### src/sv/sfr_pkg.sv
// Shared types and constants of the serial frame receiver.
// Depends on nothing; the deframer, result register, top level and testbench import it.
package sfr_pkg;

	localparam logic [7:0] HeadFirst  = 8'hFA;
	localparam logic [7:0] HeadSecond = 8'hAA;
	localparam logic [7:0] StuffByte  = 8'h00;
	localparam logic [7:0] MinLength  = 8'd5;

	typedef enum logic [2:0] {
		PH_HEAD1 = 3'd0,
		PH_HEAD2 = 3'd1,
		PH_ID    = 3'd2,
		PH_LEN   = 3'd3,
		PH_BODY  = 3'd4
	} hunt_phase_t;

	typedef struct packed {
		logic [7:0] data_byte;
		logic       is_frame_end;
		logic       frame_ok;
		logic [7:0] payload_count;
	} sfr_result_t;

endpackage

### src/sv/sfr_if.sv
// Valid/ready channels of the serial frame receiver: received bytes in, results out.
// Depends on nothing.
interface sfr_rx_if;
	logic       valid;
	logic       ready;
	logic [7:0] rx_byte;

	modport source (output valid, output rx_byte, input ready);
	modport sink (input valid, input rx_byte, output ready);
endinterface

interface sfr_res_if;
	logic       valid;
	logic       ready;
	logic [7:0] data_byte;
	logic       is_frame_end;
	logic       frame_ok;
	logic [7:0] payload_count;

	modport source (output valid, output data_byte, output is_frame_end,
		output frame_ok, output payload_count, input ready);
	modport sink (input valid, input data_byte, input is_frame_end,
		input frame_ok, input payload_count, output ready);
endinterface

### src/sv/sfr_deframer.sv
// Frame hunt state machine, checksum, destuffing and payload count.
// Depends on sfr_pkg.
module sfr_deframer (
	input  logic                clk,
	input  logic                arst_n,
	input  logic                accept,
	input  logic [7:0]          rx_byte,
	input  logic [7:0]          frame_id,
	output logic                result_valid,
	output sfr_pkg::sfr_result_t result
);
	import sfr_pkg::*;

	hunt_phase_t phase_q, phase_d;
	logic [7:0]  pos_q, pos_d;
	logic [7:0]  exp_q, exp_d;
	logic [7:0]  sum_q, sum_d;
	logic [7:0]  prev_q, prev_d;
	logic [7:0]  prev2_q, prev2_d;
	logic [7:0]  emit_q, emit_d;

	logic [7:0] pos_inc;
	logic [7:0] sum_inc;
	logic       in_body;
	logic       drop;

	assign pos_inc = pos_q + 8'd1;
	assign sum_inc = sum_q + rx_byte;
	assign in_body = pos_inc < exp_q;
	assign drop    = (rx_byte == StuffByte) && (prev_q == HeadSecond) &&
		(prev2_q == HeadFirst);

	// Next phase.
	always_comb begin
		phase_d = phase_q;
		if (accept) begin
			unique case (phase_q)
				PH_HEAD2: phase_d = (rx_byte == HeadSecond) ? PH_ID : PH_HEAD1;
				PH_ID:    phase_d = (rx_byte == frame_id) ? PH_LEN : PH_HEAD1;
				PH_LEN:   phase_d = (rx_byte < MinLength) ? PH_HEAD1 : PH_BODY;
				PH_BODY:  phase_d = in_body ? PH_BODY : PH_HEAD1;
				default:  phase_d = (rx_byte == HeadFirst) ? PH_HEAD2 : PH_HEAD1;
			endcase
		end
	end

	// Frame counters, checksum, history and result.
	always_comb begin
		pos_d        = pos_q;
		exp_d        = exp_q;
		sum_d        = sum_q;
		prev_d       = prev_q;
		prev2_d      = prev2_q;
		emit_d       = emit_q;
		result_valid = 1'b0;
		result       = '0;
		if (accept) begin
			unique case (phase_q) inside
				PH_HEAD2, PH_ID: begin
					if ((phase_q == PH_HEAD2 && rx_byte == HeadSecond) ||
						(phase_q == PH_ID && rx_byte == frame_id)) begin
						pos_d = pos_inc;
						sum_d = sum_inc;
					end else begin
						pos_d   = '0;
						exp_d   = '0;
						sum_d   = '0;
						prev_d  = '0;
						prev2_d = '0;
						emit_d  = '0;
					end
				end
				PH_LEN: begin
					pos_d   = (rx_byte < MinLength) ? 8'd0 : pos_inc;
					sum_d   = (rx_byte < MinLength) ? 8'd0 : sum_inc;
					exp_d   = (rx_byte < MinLength) ? 8'd0 : rx_byte;
					prev_d  = '0;
					prev2_d = '0;
					emit_d  = '0;
				end
				PH_BODY: begin
					if (in_body) begin
						pos_d   = pos_inc;
						sum_d   = sum_inc;
						prev2_d = prev_q;
						prev_d  = rx_byte;
						if (!drop) begin
							emit_d           = emit_q + 8'd1;
							result_valid     = 1'b1;
							result.data_byte = rx_byte;
						end
					end else begin
						// The checksum byte closes the frame and restarts the hunt.
						result_valid         = 1'b1;
						result.is_frame_end  = 1'b1;
						result.frame_ok      = (sum_q == rx_byte);
						result.payload_count = emit_q;
						pos_d   = '0;
						exp_d   = '0;
						sum_d   = '0;
						prev_d  = '0;
						prev2_d = '0;
						emit_d  = '0;
					end
				end
				default: begin
					pos_d   = (rx_byte == HeadFirst) ? 8'd1 : 8'd0;
					sum_d   = (rx_byte == HeadFirst) ? HeadFirst : 8'd0;
					exp_d   = '0;
					prev_d  = '0;
					prev2_d = '0;
					emit_d  = '0;
				end
			endcase
		end
	end

	always_ff @(posedge clk or negedge arst_n) begin
		if (!arst_n) begin
			phase_q <= PH_HEAD1;
			pos_q   <= '0;
			exp_q   <= '0;
			sum_q   <= '0;
			prev_q  <= '0;
			prev2_q <= '0;
			emit_q  <= '0;
		end else begin
			phase_q <= phase_d;
			pos_q   <= pos_d;
			exp_q   <= exp_d;
			sum_q   <= sum_d;
			prev_q  <= prev_d;
			prev2_q <= prev2_d;
			emit_q  <= emit_d;
		end
	end

	a_body_length: assert property (@(posedge clk) disable iff (!arst_n)
		phase_q == PH_BODY |-> exp_q >= MinLength)
		else $error("body phase entered with a short frame length");

	a_emit_bound: assert property (@(posedge clk) disable iff (!arst_n)
		emit_q <= pos_q)
		else $error("more payload bytes emitted than frame bytes received");

	a_end_restart: assert property (@(posedge clk) disable iff (!arst_n)
		result_valid && result.is_frame_end |=> phase_q == PH_HEAD1 && pos_q == 8'd0)
		else $error("hunt did not restart after a frame end");

	a_result_phase: assert property (@(posedge clk) disable iff (!arst_n)
		result_valid |-> accept && phase_q == PH_BODY)
		else $error("result produced outside the frame body");

endmodule

### src/sv/sfr_out_stage.sv
// Result register between the deframer and the result channel.
// Depends on sfr_pkg and sfr_if.
module sfr_out_stage (
	input  logic                clk,
	input  logic                arst_n,
	input  logic                load,
	input  sfr_pkg::sfr_result_t result,
	output logic                can_take,
	sfr_res_if.source           res
);
	import sfr_pkg::*;

	logic        valid_s1;
	sfr_result_t result_s1;

	// A new beat may enter while the held one leaves in the same cycle.
	assign can_take = !valid_s1 || res.ready;

	always_ff @(posedge clk or negedge arst_n) begin
		if (!arst_n) begin
			valid_s1 <= 1'b0;
		end else if (load) begin
			valid_s1 <= 1'b1;
		end else if (res.ready) begin
			valid_s1 <= 1'b0;
		end
	end

	always_ff @(posedge clk) begin
		if (load) begin
			result_s1 <= result;
		end
	end

	assign res.valid         = valid_s1;
	assign res.data_byte     = result_s1.data_byte;
	assign res.is_frame_end  = result_s1.is_frame_end;
	assign res.frame_ok      = result_s1.frame_ok;
	assign res.payload_count = result_s1.payload_count;

endmodule

### src/sv/serial_frame_receiver_top.sv
// Top level of the serial frame receiver: id register, deframer and result register.
// Depends on sfr_pkg, sfr_if, sfr_deframer and sfr_out_stage.
//
// Usage: received bytes arrive on the rx channel, one byte per beat. The block
// hunts for 0xFA 0xAA, the id held in frame_id, and a length byte giving the
// whole frame length including header and checksum. Body bytes appear on the
// res channel as payload beats; a 0x00 that follows 0xFA 0xAA in the body is
// dropped. The checksum byte yields one frame end beat with frame_ok and the
// payload count. Header bytes and dropped bytes produce no beat.
// The id register is written through cfg_we and cfg_wdata and resets to zero.
// Throughput is one byte per cycle while res takes its beats; a result appears on res
// in the cycle after its byte is accepted, from a single result register.
// If the result consumer stalls while a beat is held, rx ready drops until the
// held beat is taken; no beat is lost or repeated. Reset returns the hunt to
// waiting for the first header byte and empties the result register.
module serial_frame_receiver_top (
	input  logic       clk,
	input  logic       arst_n,
	input  logic       cfg_we,
	input  logic [7:0] cfg_wdata,
	sfr_rx_if.sink     rx,
	sfr_res_if.source  res
);
	import sfr_pkg::*;

	logic [7:0]  frame_id_q;
	logic        accept;
	logic        can_take;
	logic        result_valid;
	sfr_result_t result;

	always_ff @(posedge clk or negedge arst_n) begin
		if (!arst_n) begin
			frame_id_q <= '0;
		end else if (cfg_we) begin
			frame_id_q <= cfg_wdata;
		end
	end

	assign rx.ready = can_take;
	assign accept   = rx.valid && can_take;

	sfr_deframer u_deframer (
		.clk          (clk),
		.arst_n       (arst_n),
		.accept       (accept),
		.rx_byte      (rx.rx_byte),
		.frame_id     (frame_id_q),
		.result_valid (result_valid),
		.result       (result)
	);

	sfr_out_stage u_out_stage (
		.clk      (clk),
		.arst_n   (arst_n),
		.load     (result_valid),
		.result   (result),
		.can_take (can_take),
		.res      (res)
	);

endmodule

### src/flat_wrapper.sv
// flat-port wrapper written by rule: the top's interface ports become plain ports
module serial_frame_receiver_top_flat import sfr_pkg::*;
  (clk, arst_n, cfg_we, cfg_wdata, rx_valid, rx_rx_byte, rx_ready, res_valid, res_data_byte, res_is_frame_end, res_frame_ok, res_payload_count, res_ready);
  sfr_rx_if rx_i ();
  sfr_res_if res_i ();
  input  logic clk;
  input  logic arst_n;
  input  logic cfg_we;
  input  logic [7:0] cfg_wdata;
  input wire logic [$bits(rx_i.valid)-1:0] rx_valid;
  input wire logic [$bits(rx_i.rx_byte)-1:0] rx_rx_byte;
  output wire logic [$bits(rx_i.ready)-1:0] rx_ready;
  output wire logic [$bits(res_i.valid)-1:0] res_valid;
  output wire logic [$bits(res_i.data_byte)-1:0] res_data_byte;
  output wire logic [$bits(res_i.is_frame_end)-1:0] res_is_frame_end;
  output wire logic [$bits(res_i.frame_ok)-1:0] res_frame_ok;
  output wire logic [$bits(res_i.payload_count)-1:0] res_payload_count;
  input wire logic [$bits(res_i.ready)-1:0] res_ready;
  assign rx_i.valid = rx_valid;
  assign rx_i.rx_byte = rx_rx_byte;
  assign rx_ready = rx_i.ready;
  assign res_valid = res_i.valid;
  assign res_data_byte = res_i.data_byte;
  assign res_is_frame_end = res_i.is_frame_end;
  assign res_frame_ok = res_i.frame_ok;
  assign res_payload_count = res_i.payload_count;
  assign res_i.ready = res_ready;
  serial_frame_receiver_top u_core (.clk(clk), .arst_n(arst_n), .cfg_we(cfg_we), .cfg_wdata(cfg_wdata), .rx(rx_i), .res(res_i));
endmodule
### config.mk
export PLATFORM = sky130hd
export DESIGN_NAME = serial_frame_receiver_top_flat
export DESIGN_NICKNAME = d
export VERILOG_FILES = /design/src/sv/sfr_pkg.sv /design/src/sv/sfr_if.sv /design/src/sv/sfr_deframer.sv /design/src/sv/sfr_out_stage.sv /design/src/sv/serial_frame_receiver_top.sv /design/src/flat_wrapper.sv
export SDC_FILE = /design/constraint.sdc
export NUM_CORES = 1
export LEC_CHECK = 0
export ABC_AREA = 1
export BUFFER_PORTS_ARGS = -buffer_cell sky130_fd_sc_hd__buf_2
export CAP_MARGIN = 20
export CELL_PAD_IN_SITES_DETAIL_PLACEMENT = 1
export CELL_PAD_IN_SITES_GLOBAL_PLACEMENT = 2
export CORE_UTILIZATION = 36
export DETAILED_ROUTE_END_ITERATION = 10
export MAX_ROUTING_LAYER = met4
export PLACE_DENSITY = 0.78
export SYNTH_ARGS = -nofsm -noshare
export SYNTH_HDL_FRONTEND = slang
export SYNTH_SLANG_ARGS = --single-unit
### constraint.sdc
create_clock -name clk -period 3.9 [get_ports clk]
set_input_delay 0.39 -clock clk [delete_from_list [all_inputs] [get_ports clk]]
set_output_delay 0.39 -clock clk [all_outputs]
set_load 0.005 [all_outputs]
==> summary.txt <==
Initial core utilization: 36.84%
DRC viols: 0
IO Count: 41
Worst-margin pin slew: 0.9294 ns
Hold-fix buffers at CTS: 0
Via/cell ratio: 5.086
Critical Path Source Type: flip-flop
# clock sinks: 78
Yosys warning total: 0
Flops & latches, synth: 78
Pwr dens: 389.6 nW/µm²
H-tree depth: 3
Final core utilization: 42.50%
DR vias: 3530
Setup bufs post-CTS: 0
Most used DFF post-synth: dfrtp_1
IO buf count: 40
Synth-to-Final Area Change: 15.35%
Final #Nets: 584
Yosys top cell by area: dfrtp_1
Clk pin slew, worst setup/hold paths: 0.06 ns
Max Slew Vio Count: 0
Clock Latency Late Sink: 0.35 ns
Synthesized instance count: 501
Largest net degree at the start of global routing: 39
ANT nets after route: 0
Avg Cell Area, Syn: 8.361 µm²
Fmax: 0.3083 GHz
Syn Nets: 539
Worst path slowest cell: nand2_1
WP buf/inv: 0
Max_cap viols: 0
Lkg Pwr: 0.002357 µW
Setup violators final: 0
All-layer global routing usage: 21.59%
Die width: 109.9 µm
Final Hold Viols: 0
Max clock buf depth: 2
Synth Cell Area: 4189 µm²
Initial antenna violation count: 0
Cell family with most CP delay: simple AND/OR/NAND/NOR gates
Sequential-to-total area share from yosys stat: 48.75%
Layout cells sized above 1: 15.25%
Peak supply drop: 0.2908 mV
Post-cts sizing count: 0
Max incr delay on CP: 0.53 ns
Setup tns final: 0 ns
DP HPWL: 8700 µm
Cell Rows: 39
DR pass1 iterations: 4
Final period utilization: 83.17%
Pwr Total: 1883 µW
WP data required: 3.82 ns
Main area contributors after synthesis: dfrtp_1, edfxtp_1, nand2_1
Die ar.: 12070 µm²
Worst Setup End Kind: flip-flop
Final WL: 11440 µm
Vias in the first global route: 3675
Commonest non-fill, non-tap cells in the layout: nand2_1, inv_1, dfrtp_1
Arr. time, crit path: 3.17 ns
Tmin final: 3.243 ns
Slew headroom: 38.04%
# diodes: 0
Post-synth cell types: 38
Worst Skew: 0.009057 ns
DR iter-0 viols: 181
Synth top area share: 35.84%
Gpl congestion: 0.8129
Critical path fanouts, max: 18
Routed len/inst: 16.48 µm
EDFF count, synth: 18
Worst Path Class, Setup: flip-flop to flip-flop
Die Y: 109.9 µm
CP cell instances: ha_1, nand3_1, nor2_1, nand2_1, xnor2_1, ha_1, nand2_1, nor2_1, nor2_1, nand2_1, nand2_1, nand2_1
CP dominant cell by count: nand2_1
RSZ-0062 raised after global routing: no
TritonCTS buffer count: 9
CTS Root Cell: clkbuf_16
Hold Crit Class: primary input to asynchronous set/reset pin
Total global routing overflow: 0
Status: complete, no violations
CTS tree: done
Core outline area: 11370 µm²
Commonest non-fill, non-tap cell in the layout: nand2_1
Global-route wire length before repair: 18670 µm
Ys async rst share: 76.92%
==> worst register-to-register path, cell delays in order, from the launching register on <==
cell and delay (ns):
dfrtp_1 0.39, ha_1 0.22, nand3_1 0.14, nor2_1 0.14, nand2_1 0.08, xnor2_1 0.20
ha_1 0.26, nand2_1 0.08, nor2_1 0.05, nor2_1 0.19, nand2_1 0.21, nand2_1 0.34
nand2_1 0.53
==> final timing paths <==
kind | startpoint | depth (start not counted) | endpoint | slack [ns]
min reg2reg | u_core.u_deframer.prev2_q[5] | 2 | u_core.u_deframer.prev2_q[5] | 0.49
max reg2reg | u_core.u_deframer.pos_q[0] | 12 | u_core.u_out_stage.res.data_byte[2] | 0.66
max in group asynchronous | arst_n | 2 | u_core.u_deframer.prev2_q[2] | 2.88
max | u_core.u_deframer.pos_q[0] | 12 | u_core.u_out_stage.res.data_byte[2] | 0.66
min | arst_n | 1 | u_core.frame_id_q[3] | 0.17
min in group clk | cfg_wdata[1] | 3 | u_core.frame_id_q[1] | 0.26
==> per-stage QoR <==
stage          instance area, µm²  setup WS, ns  cells  hold WS, ns
2_1_floorplan                4189         1.209    501      0.09441
3_3_place_gp                 4528        0.8213    678       0.4679
3_5_place_dp                 4528        0.6339    678       0.4766
4_1_cts                      4832        0.6104    694       0.2053
5_1_grt                      4832        0.2915    694       0.2421
6_report                     4832        0.6565    694       0.1727
==> registers in the layout, indices dropped and copies added, names as in the netlist <==
name	cells
u_core.u_out_stage.res.data_byte	8
u_core.u_deframer.phase_q	3
u_core.u_deframer.emit_q	8
u_core.u_deframer.prev2_q	8
u_core.u_out_stage.res.payload_count	8
u_core.u_deframer.sum_q	8
u_core.frame_id_q	8
u_core.u_deframer.exp_q	8
u_core.u_out_stage.res.valid	1
u_core.u_deframer.pos_q	8
u_core.u_deframer.prev_q	8
u_core.u_out_stage.res.frame_ok	1
u_core.u_out_stage.res.is_frame_end	1
==> cells by family after synthesis <==
| logic type | after synthesis | synth area share (%) |
|---|---|---|
| compound gates | 69 | 9.379 |
| xor+xnor | 12 | 2.509 |
| fa+ha+maj | 17 | 5.257 |
| buf+inv | 85 | 8.214 |
| flops | 78 | 48.75 |
| mux | 2 | 0.5376 |
| simple gates | 238 | 25.36 |
==> layout make-up <==
type | count | area [µm²]
Timing Repair Buffer | 42 | 215.2
Fill cell | 1394 | 6538
Clock inverter | 7 | 78.83
Clock buffer | 9 | 225.2
Multi-Input combinational cell | 338 | 1803
Inverter | 77 | 289.0
Sequential cell | 78 | 2042
Tap cell | 143 | 178.9
==> power by group <==
part,internal [µW],switching [µW],total [µW]
Clock,503,359,862
Combinational,51.2,114,165
Sequential,846,9.89,855
Total,1400,483,1880
==> cell usage after synthesis (8+ instances only) <==
cell type  number
nand3_1        36
dfrtp_1        60
nand4_1        13
xor2_1          9
ha_1           16
nor2_1         45
nand2_1       123
a21oi_1        12
edfxtp_1       18
inv_1          69
o22ai_1        10
inv_2           8
o21ai_0        29
==> routing by layer <==
metal | track usage [%] | part of all wire, % | up-vias
met2 | 35.58 | 49 | 43
met1 | 26.67 | 48 | 1756
met5 | - | 0 | -
met3 | 5.572 | 2.8 | 7
li1 | - | - | 1724
met4 | 4.476 | 0.96 | 0
Note: power is estimated with default switching activity, not from simulation.
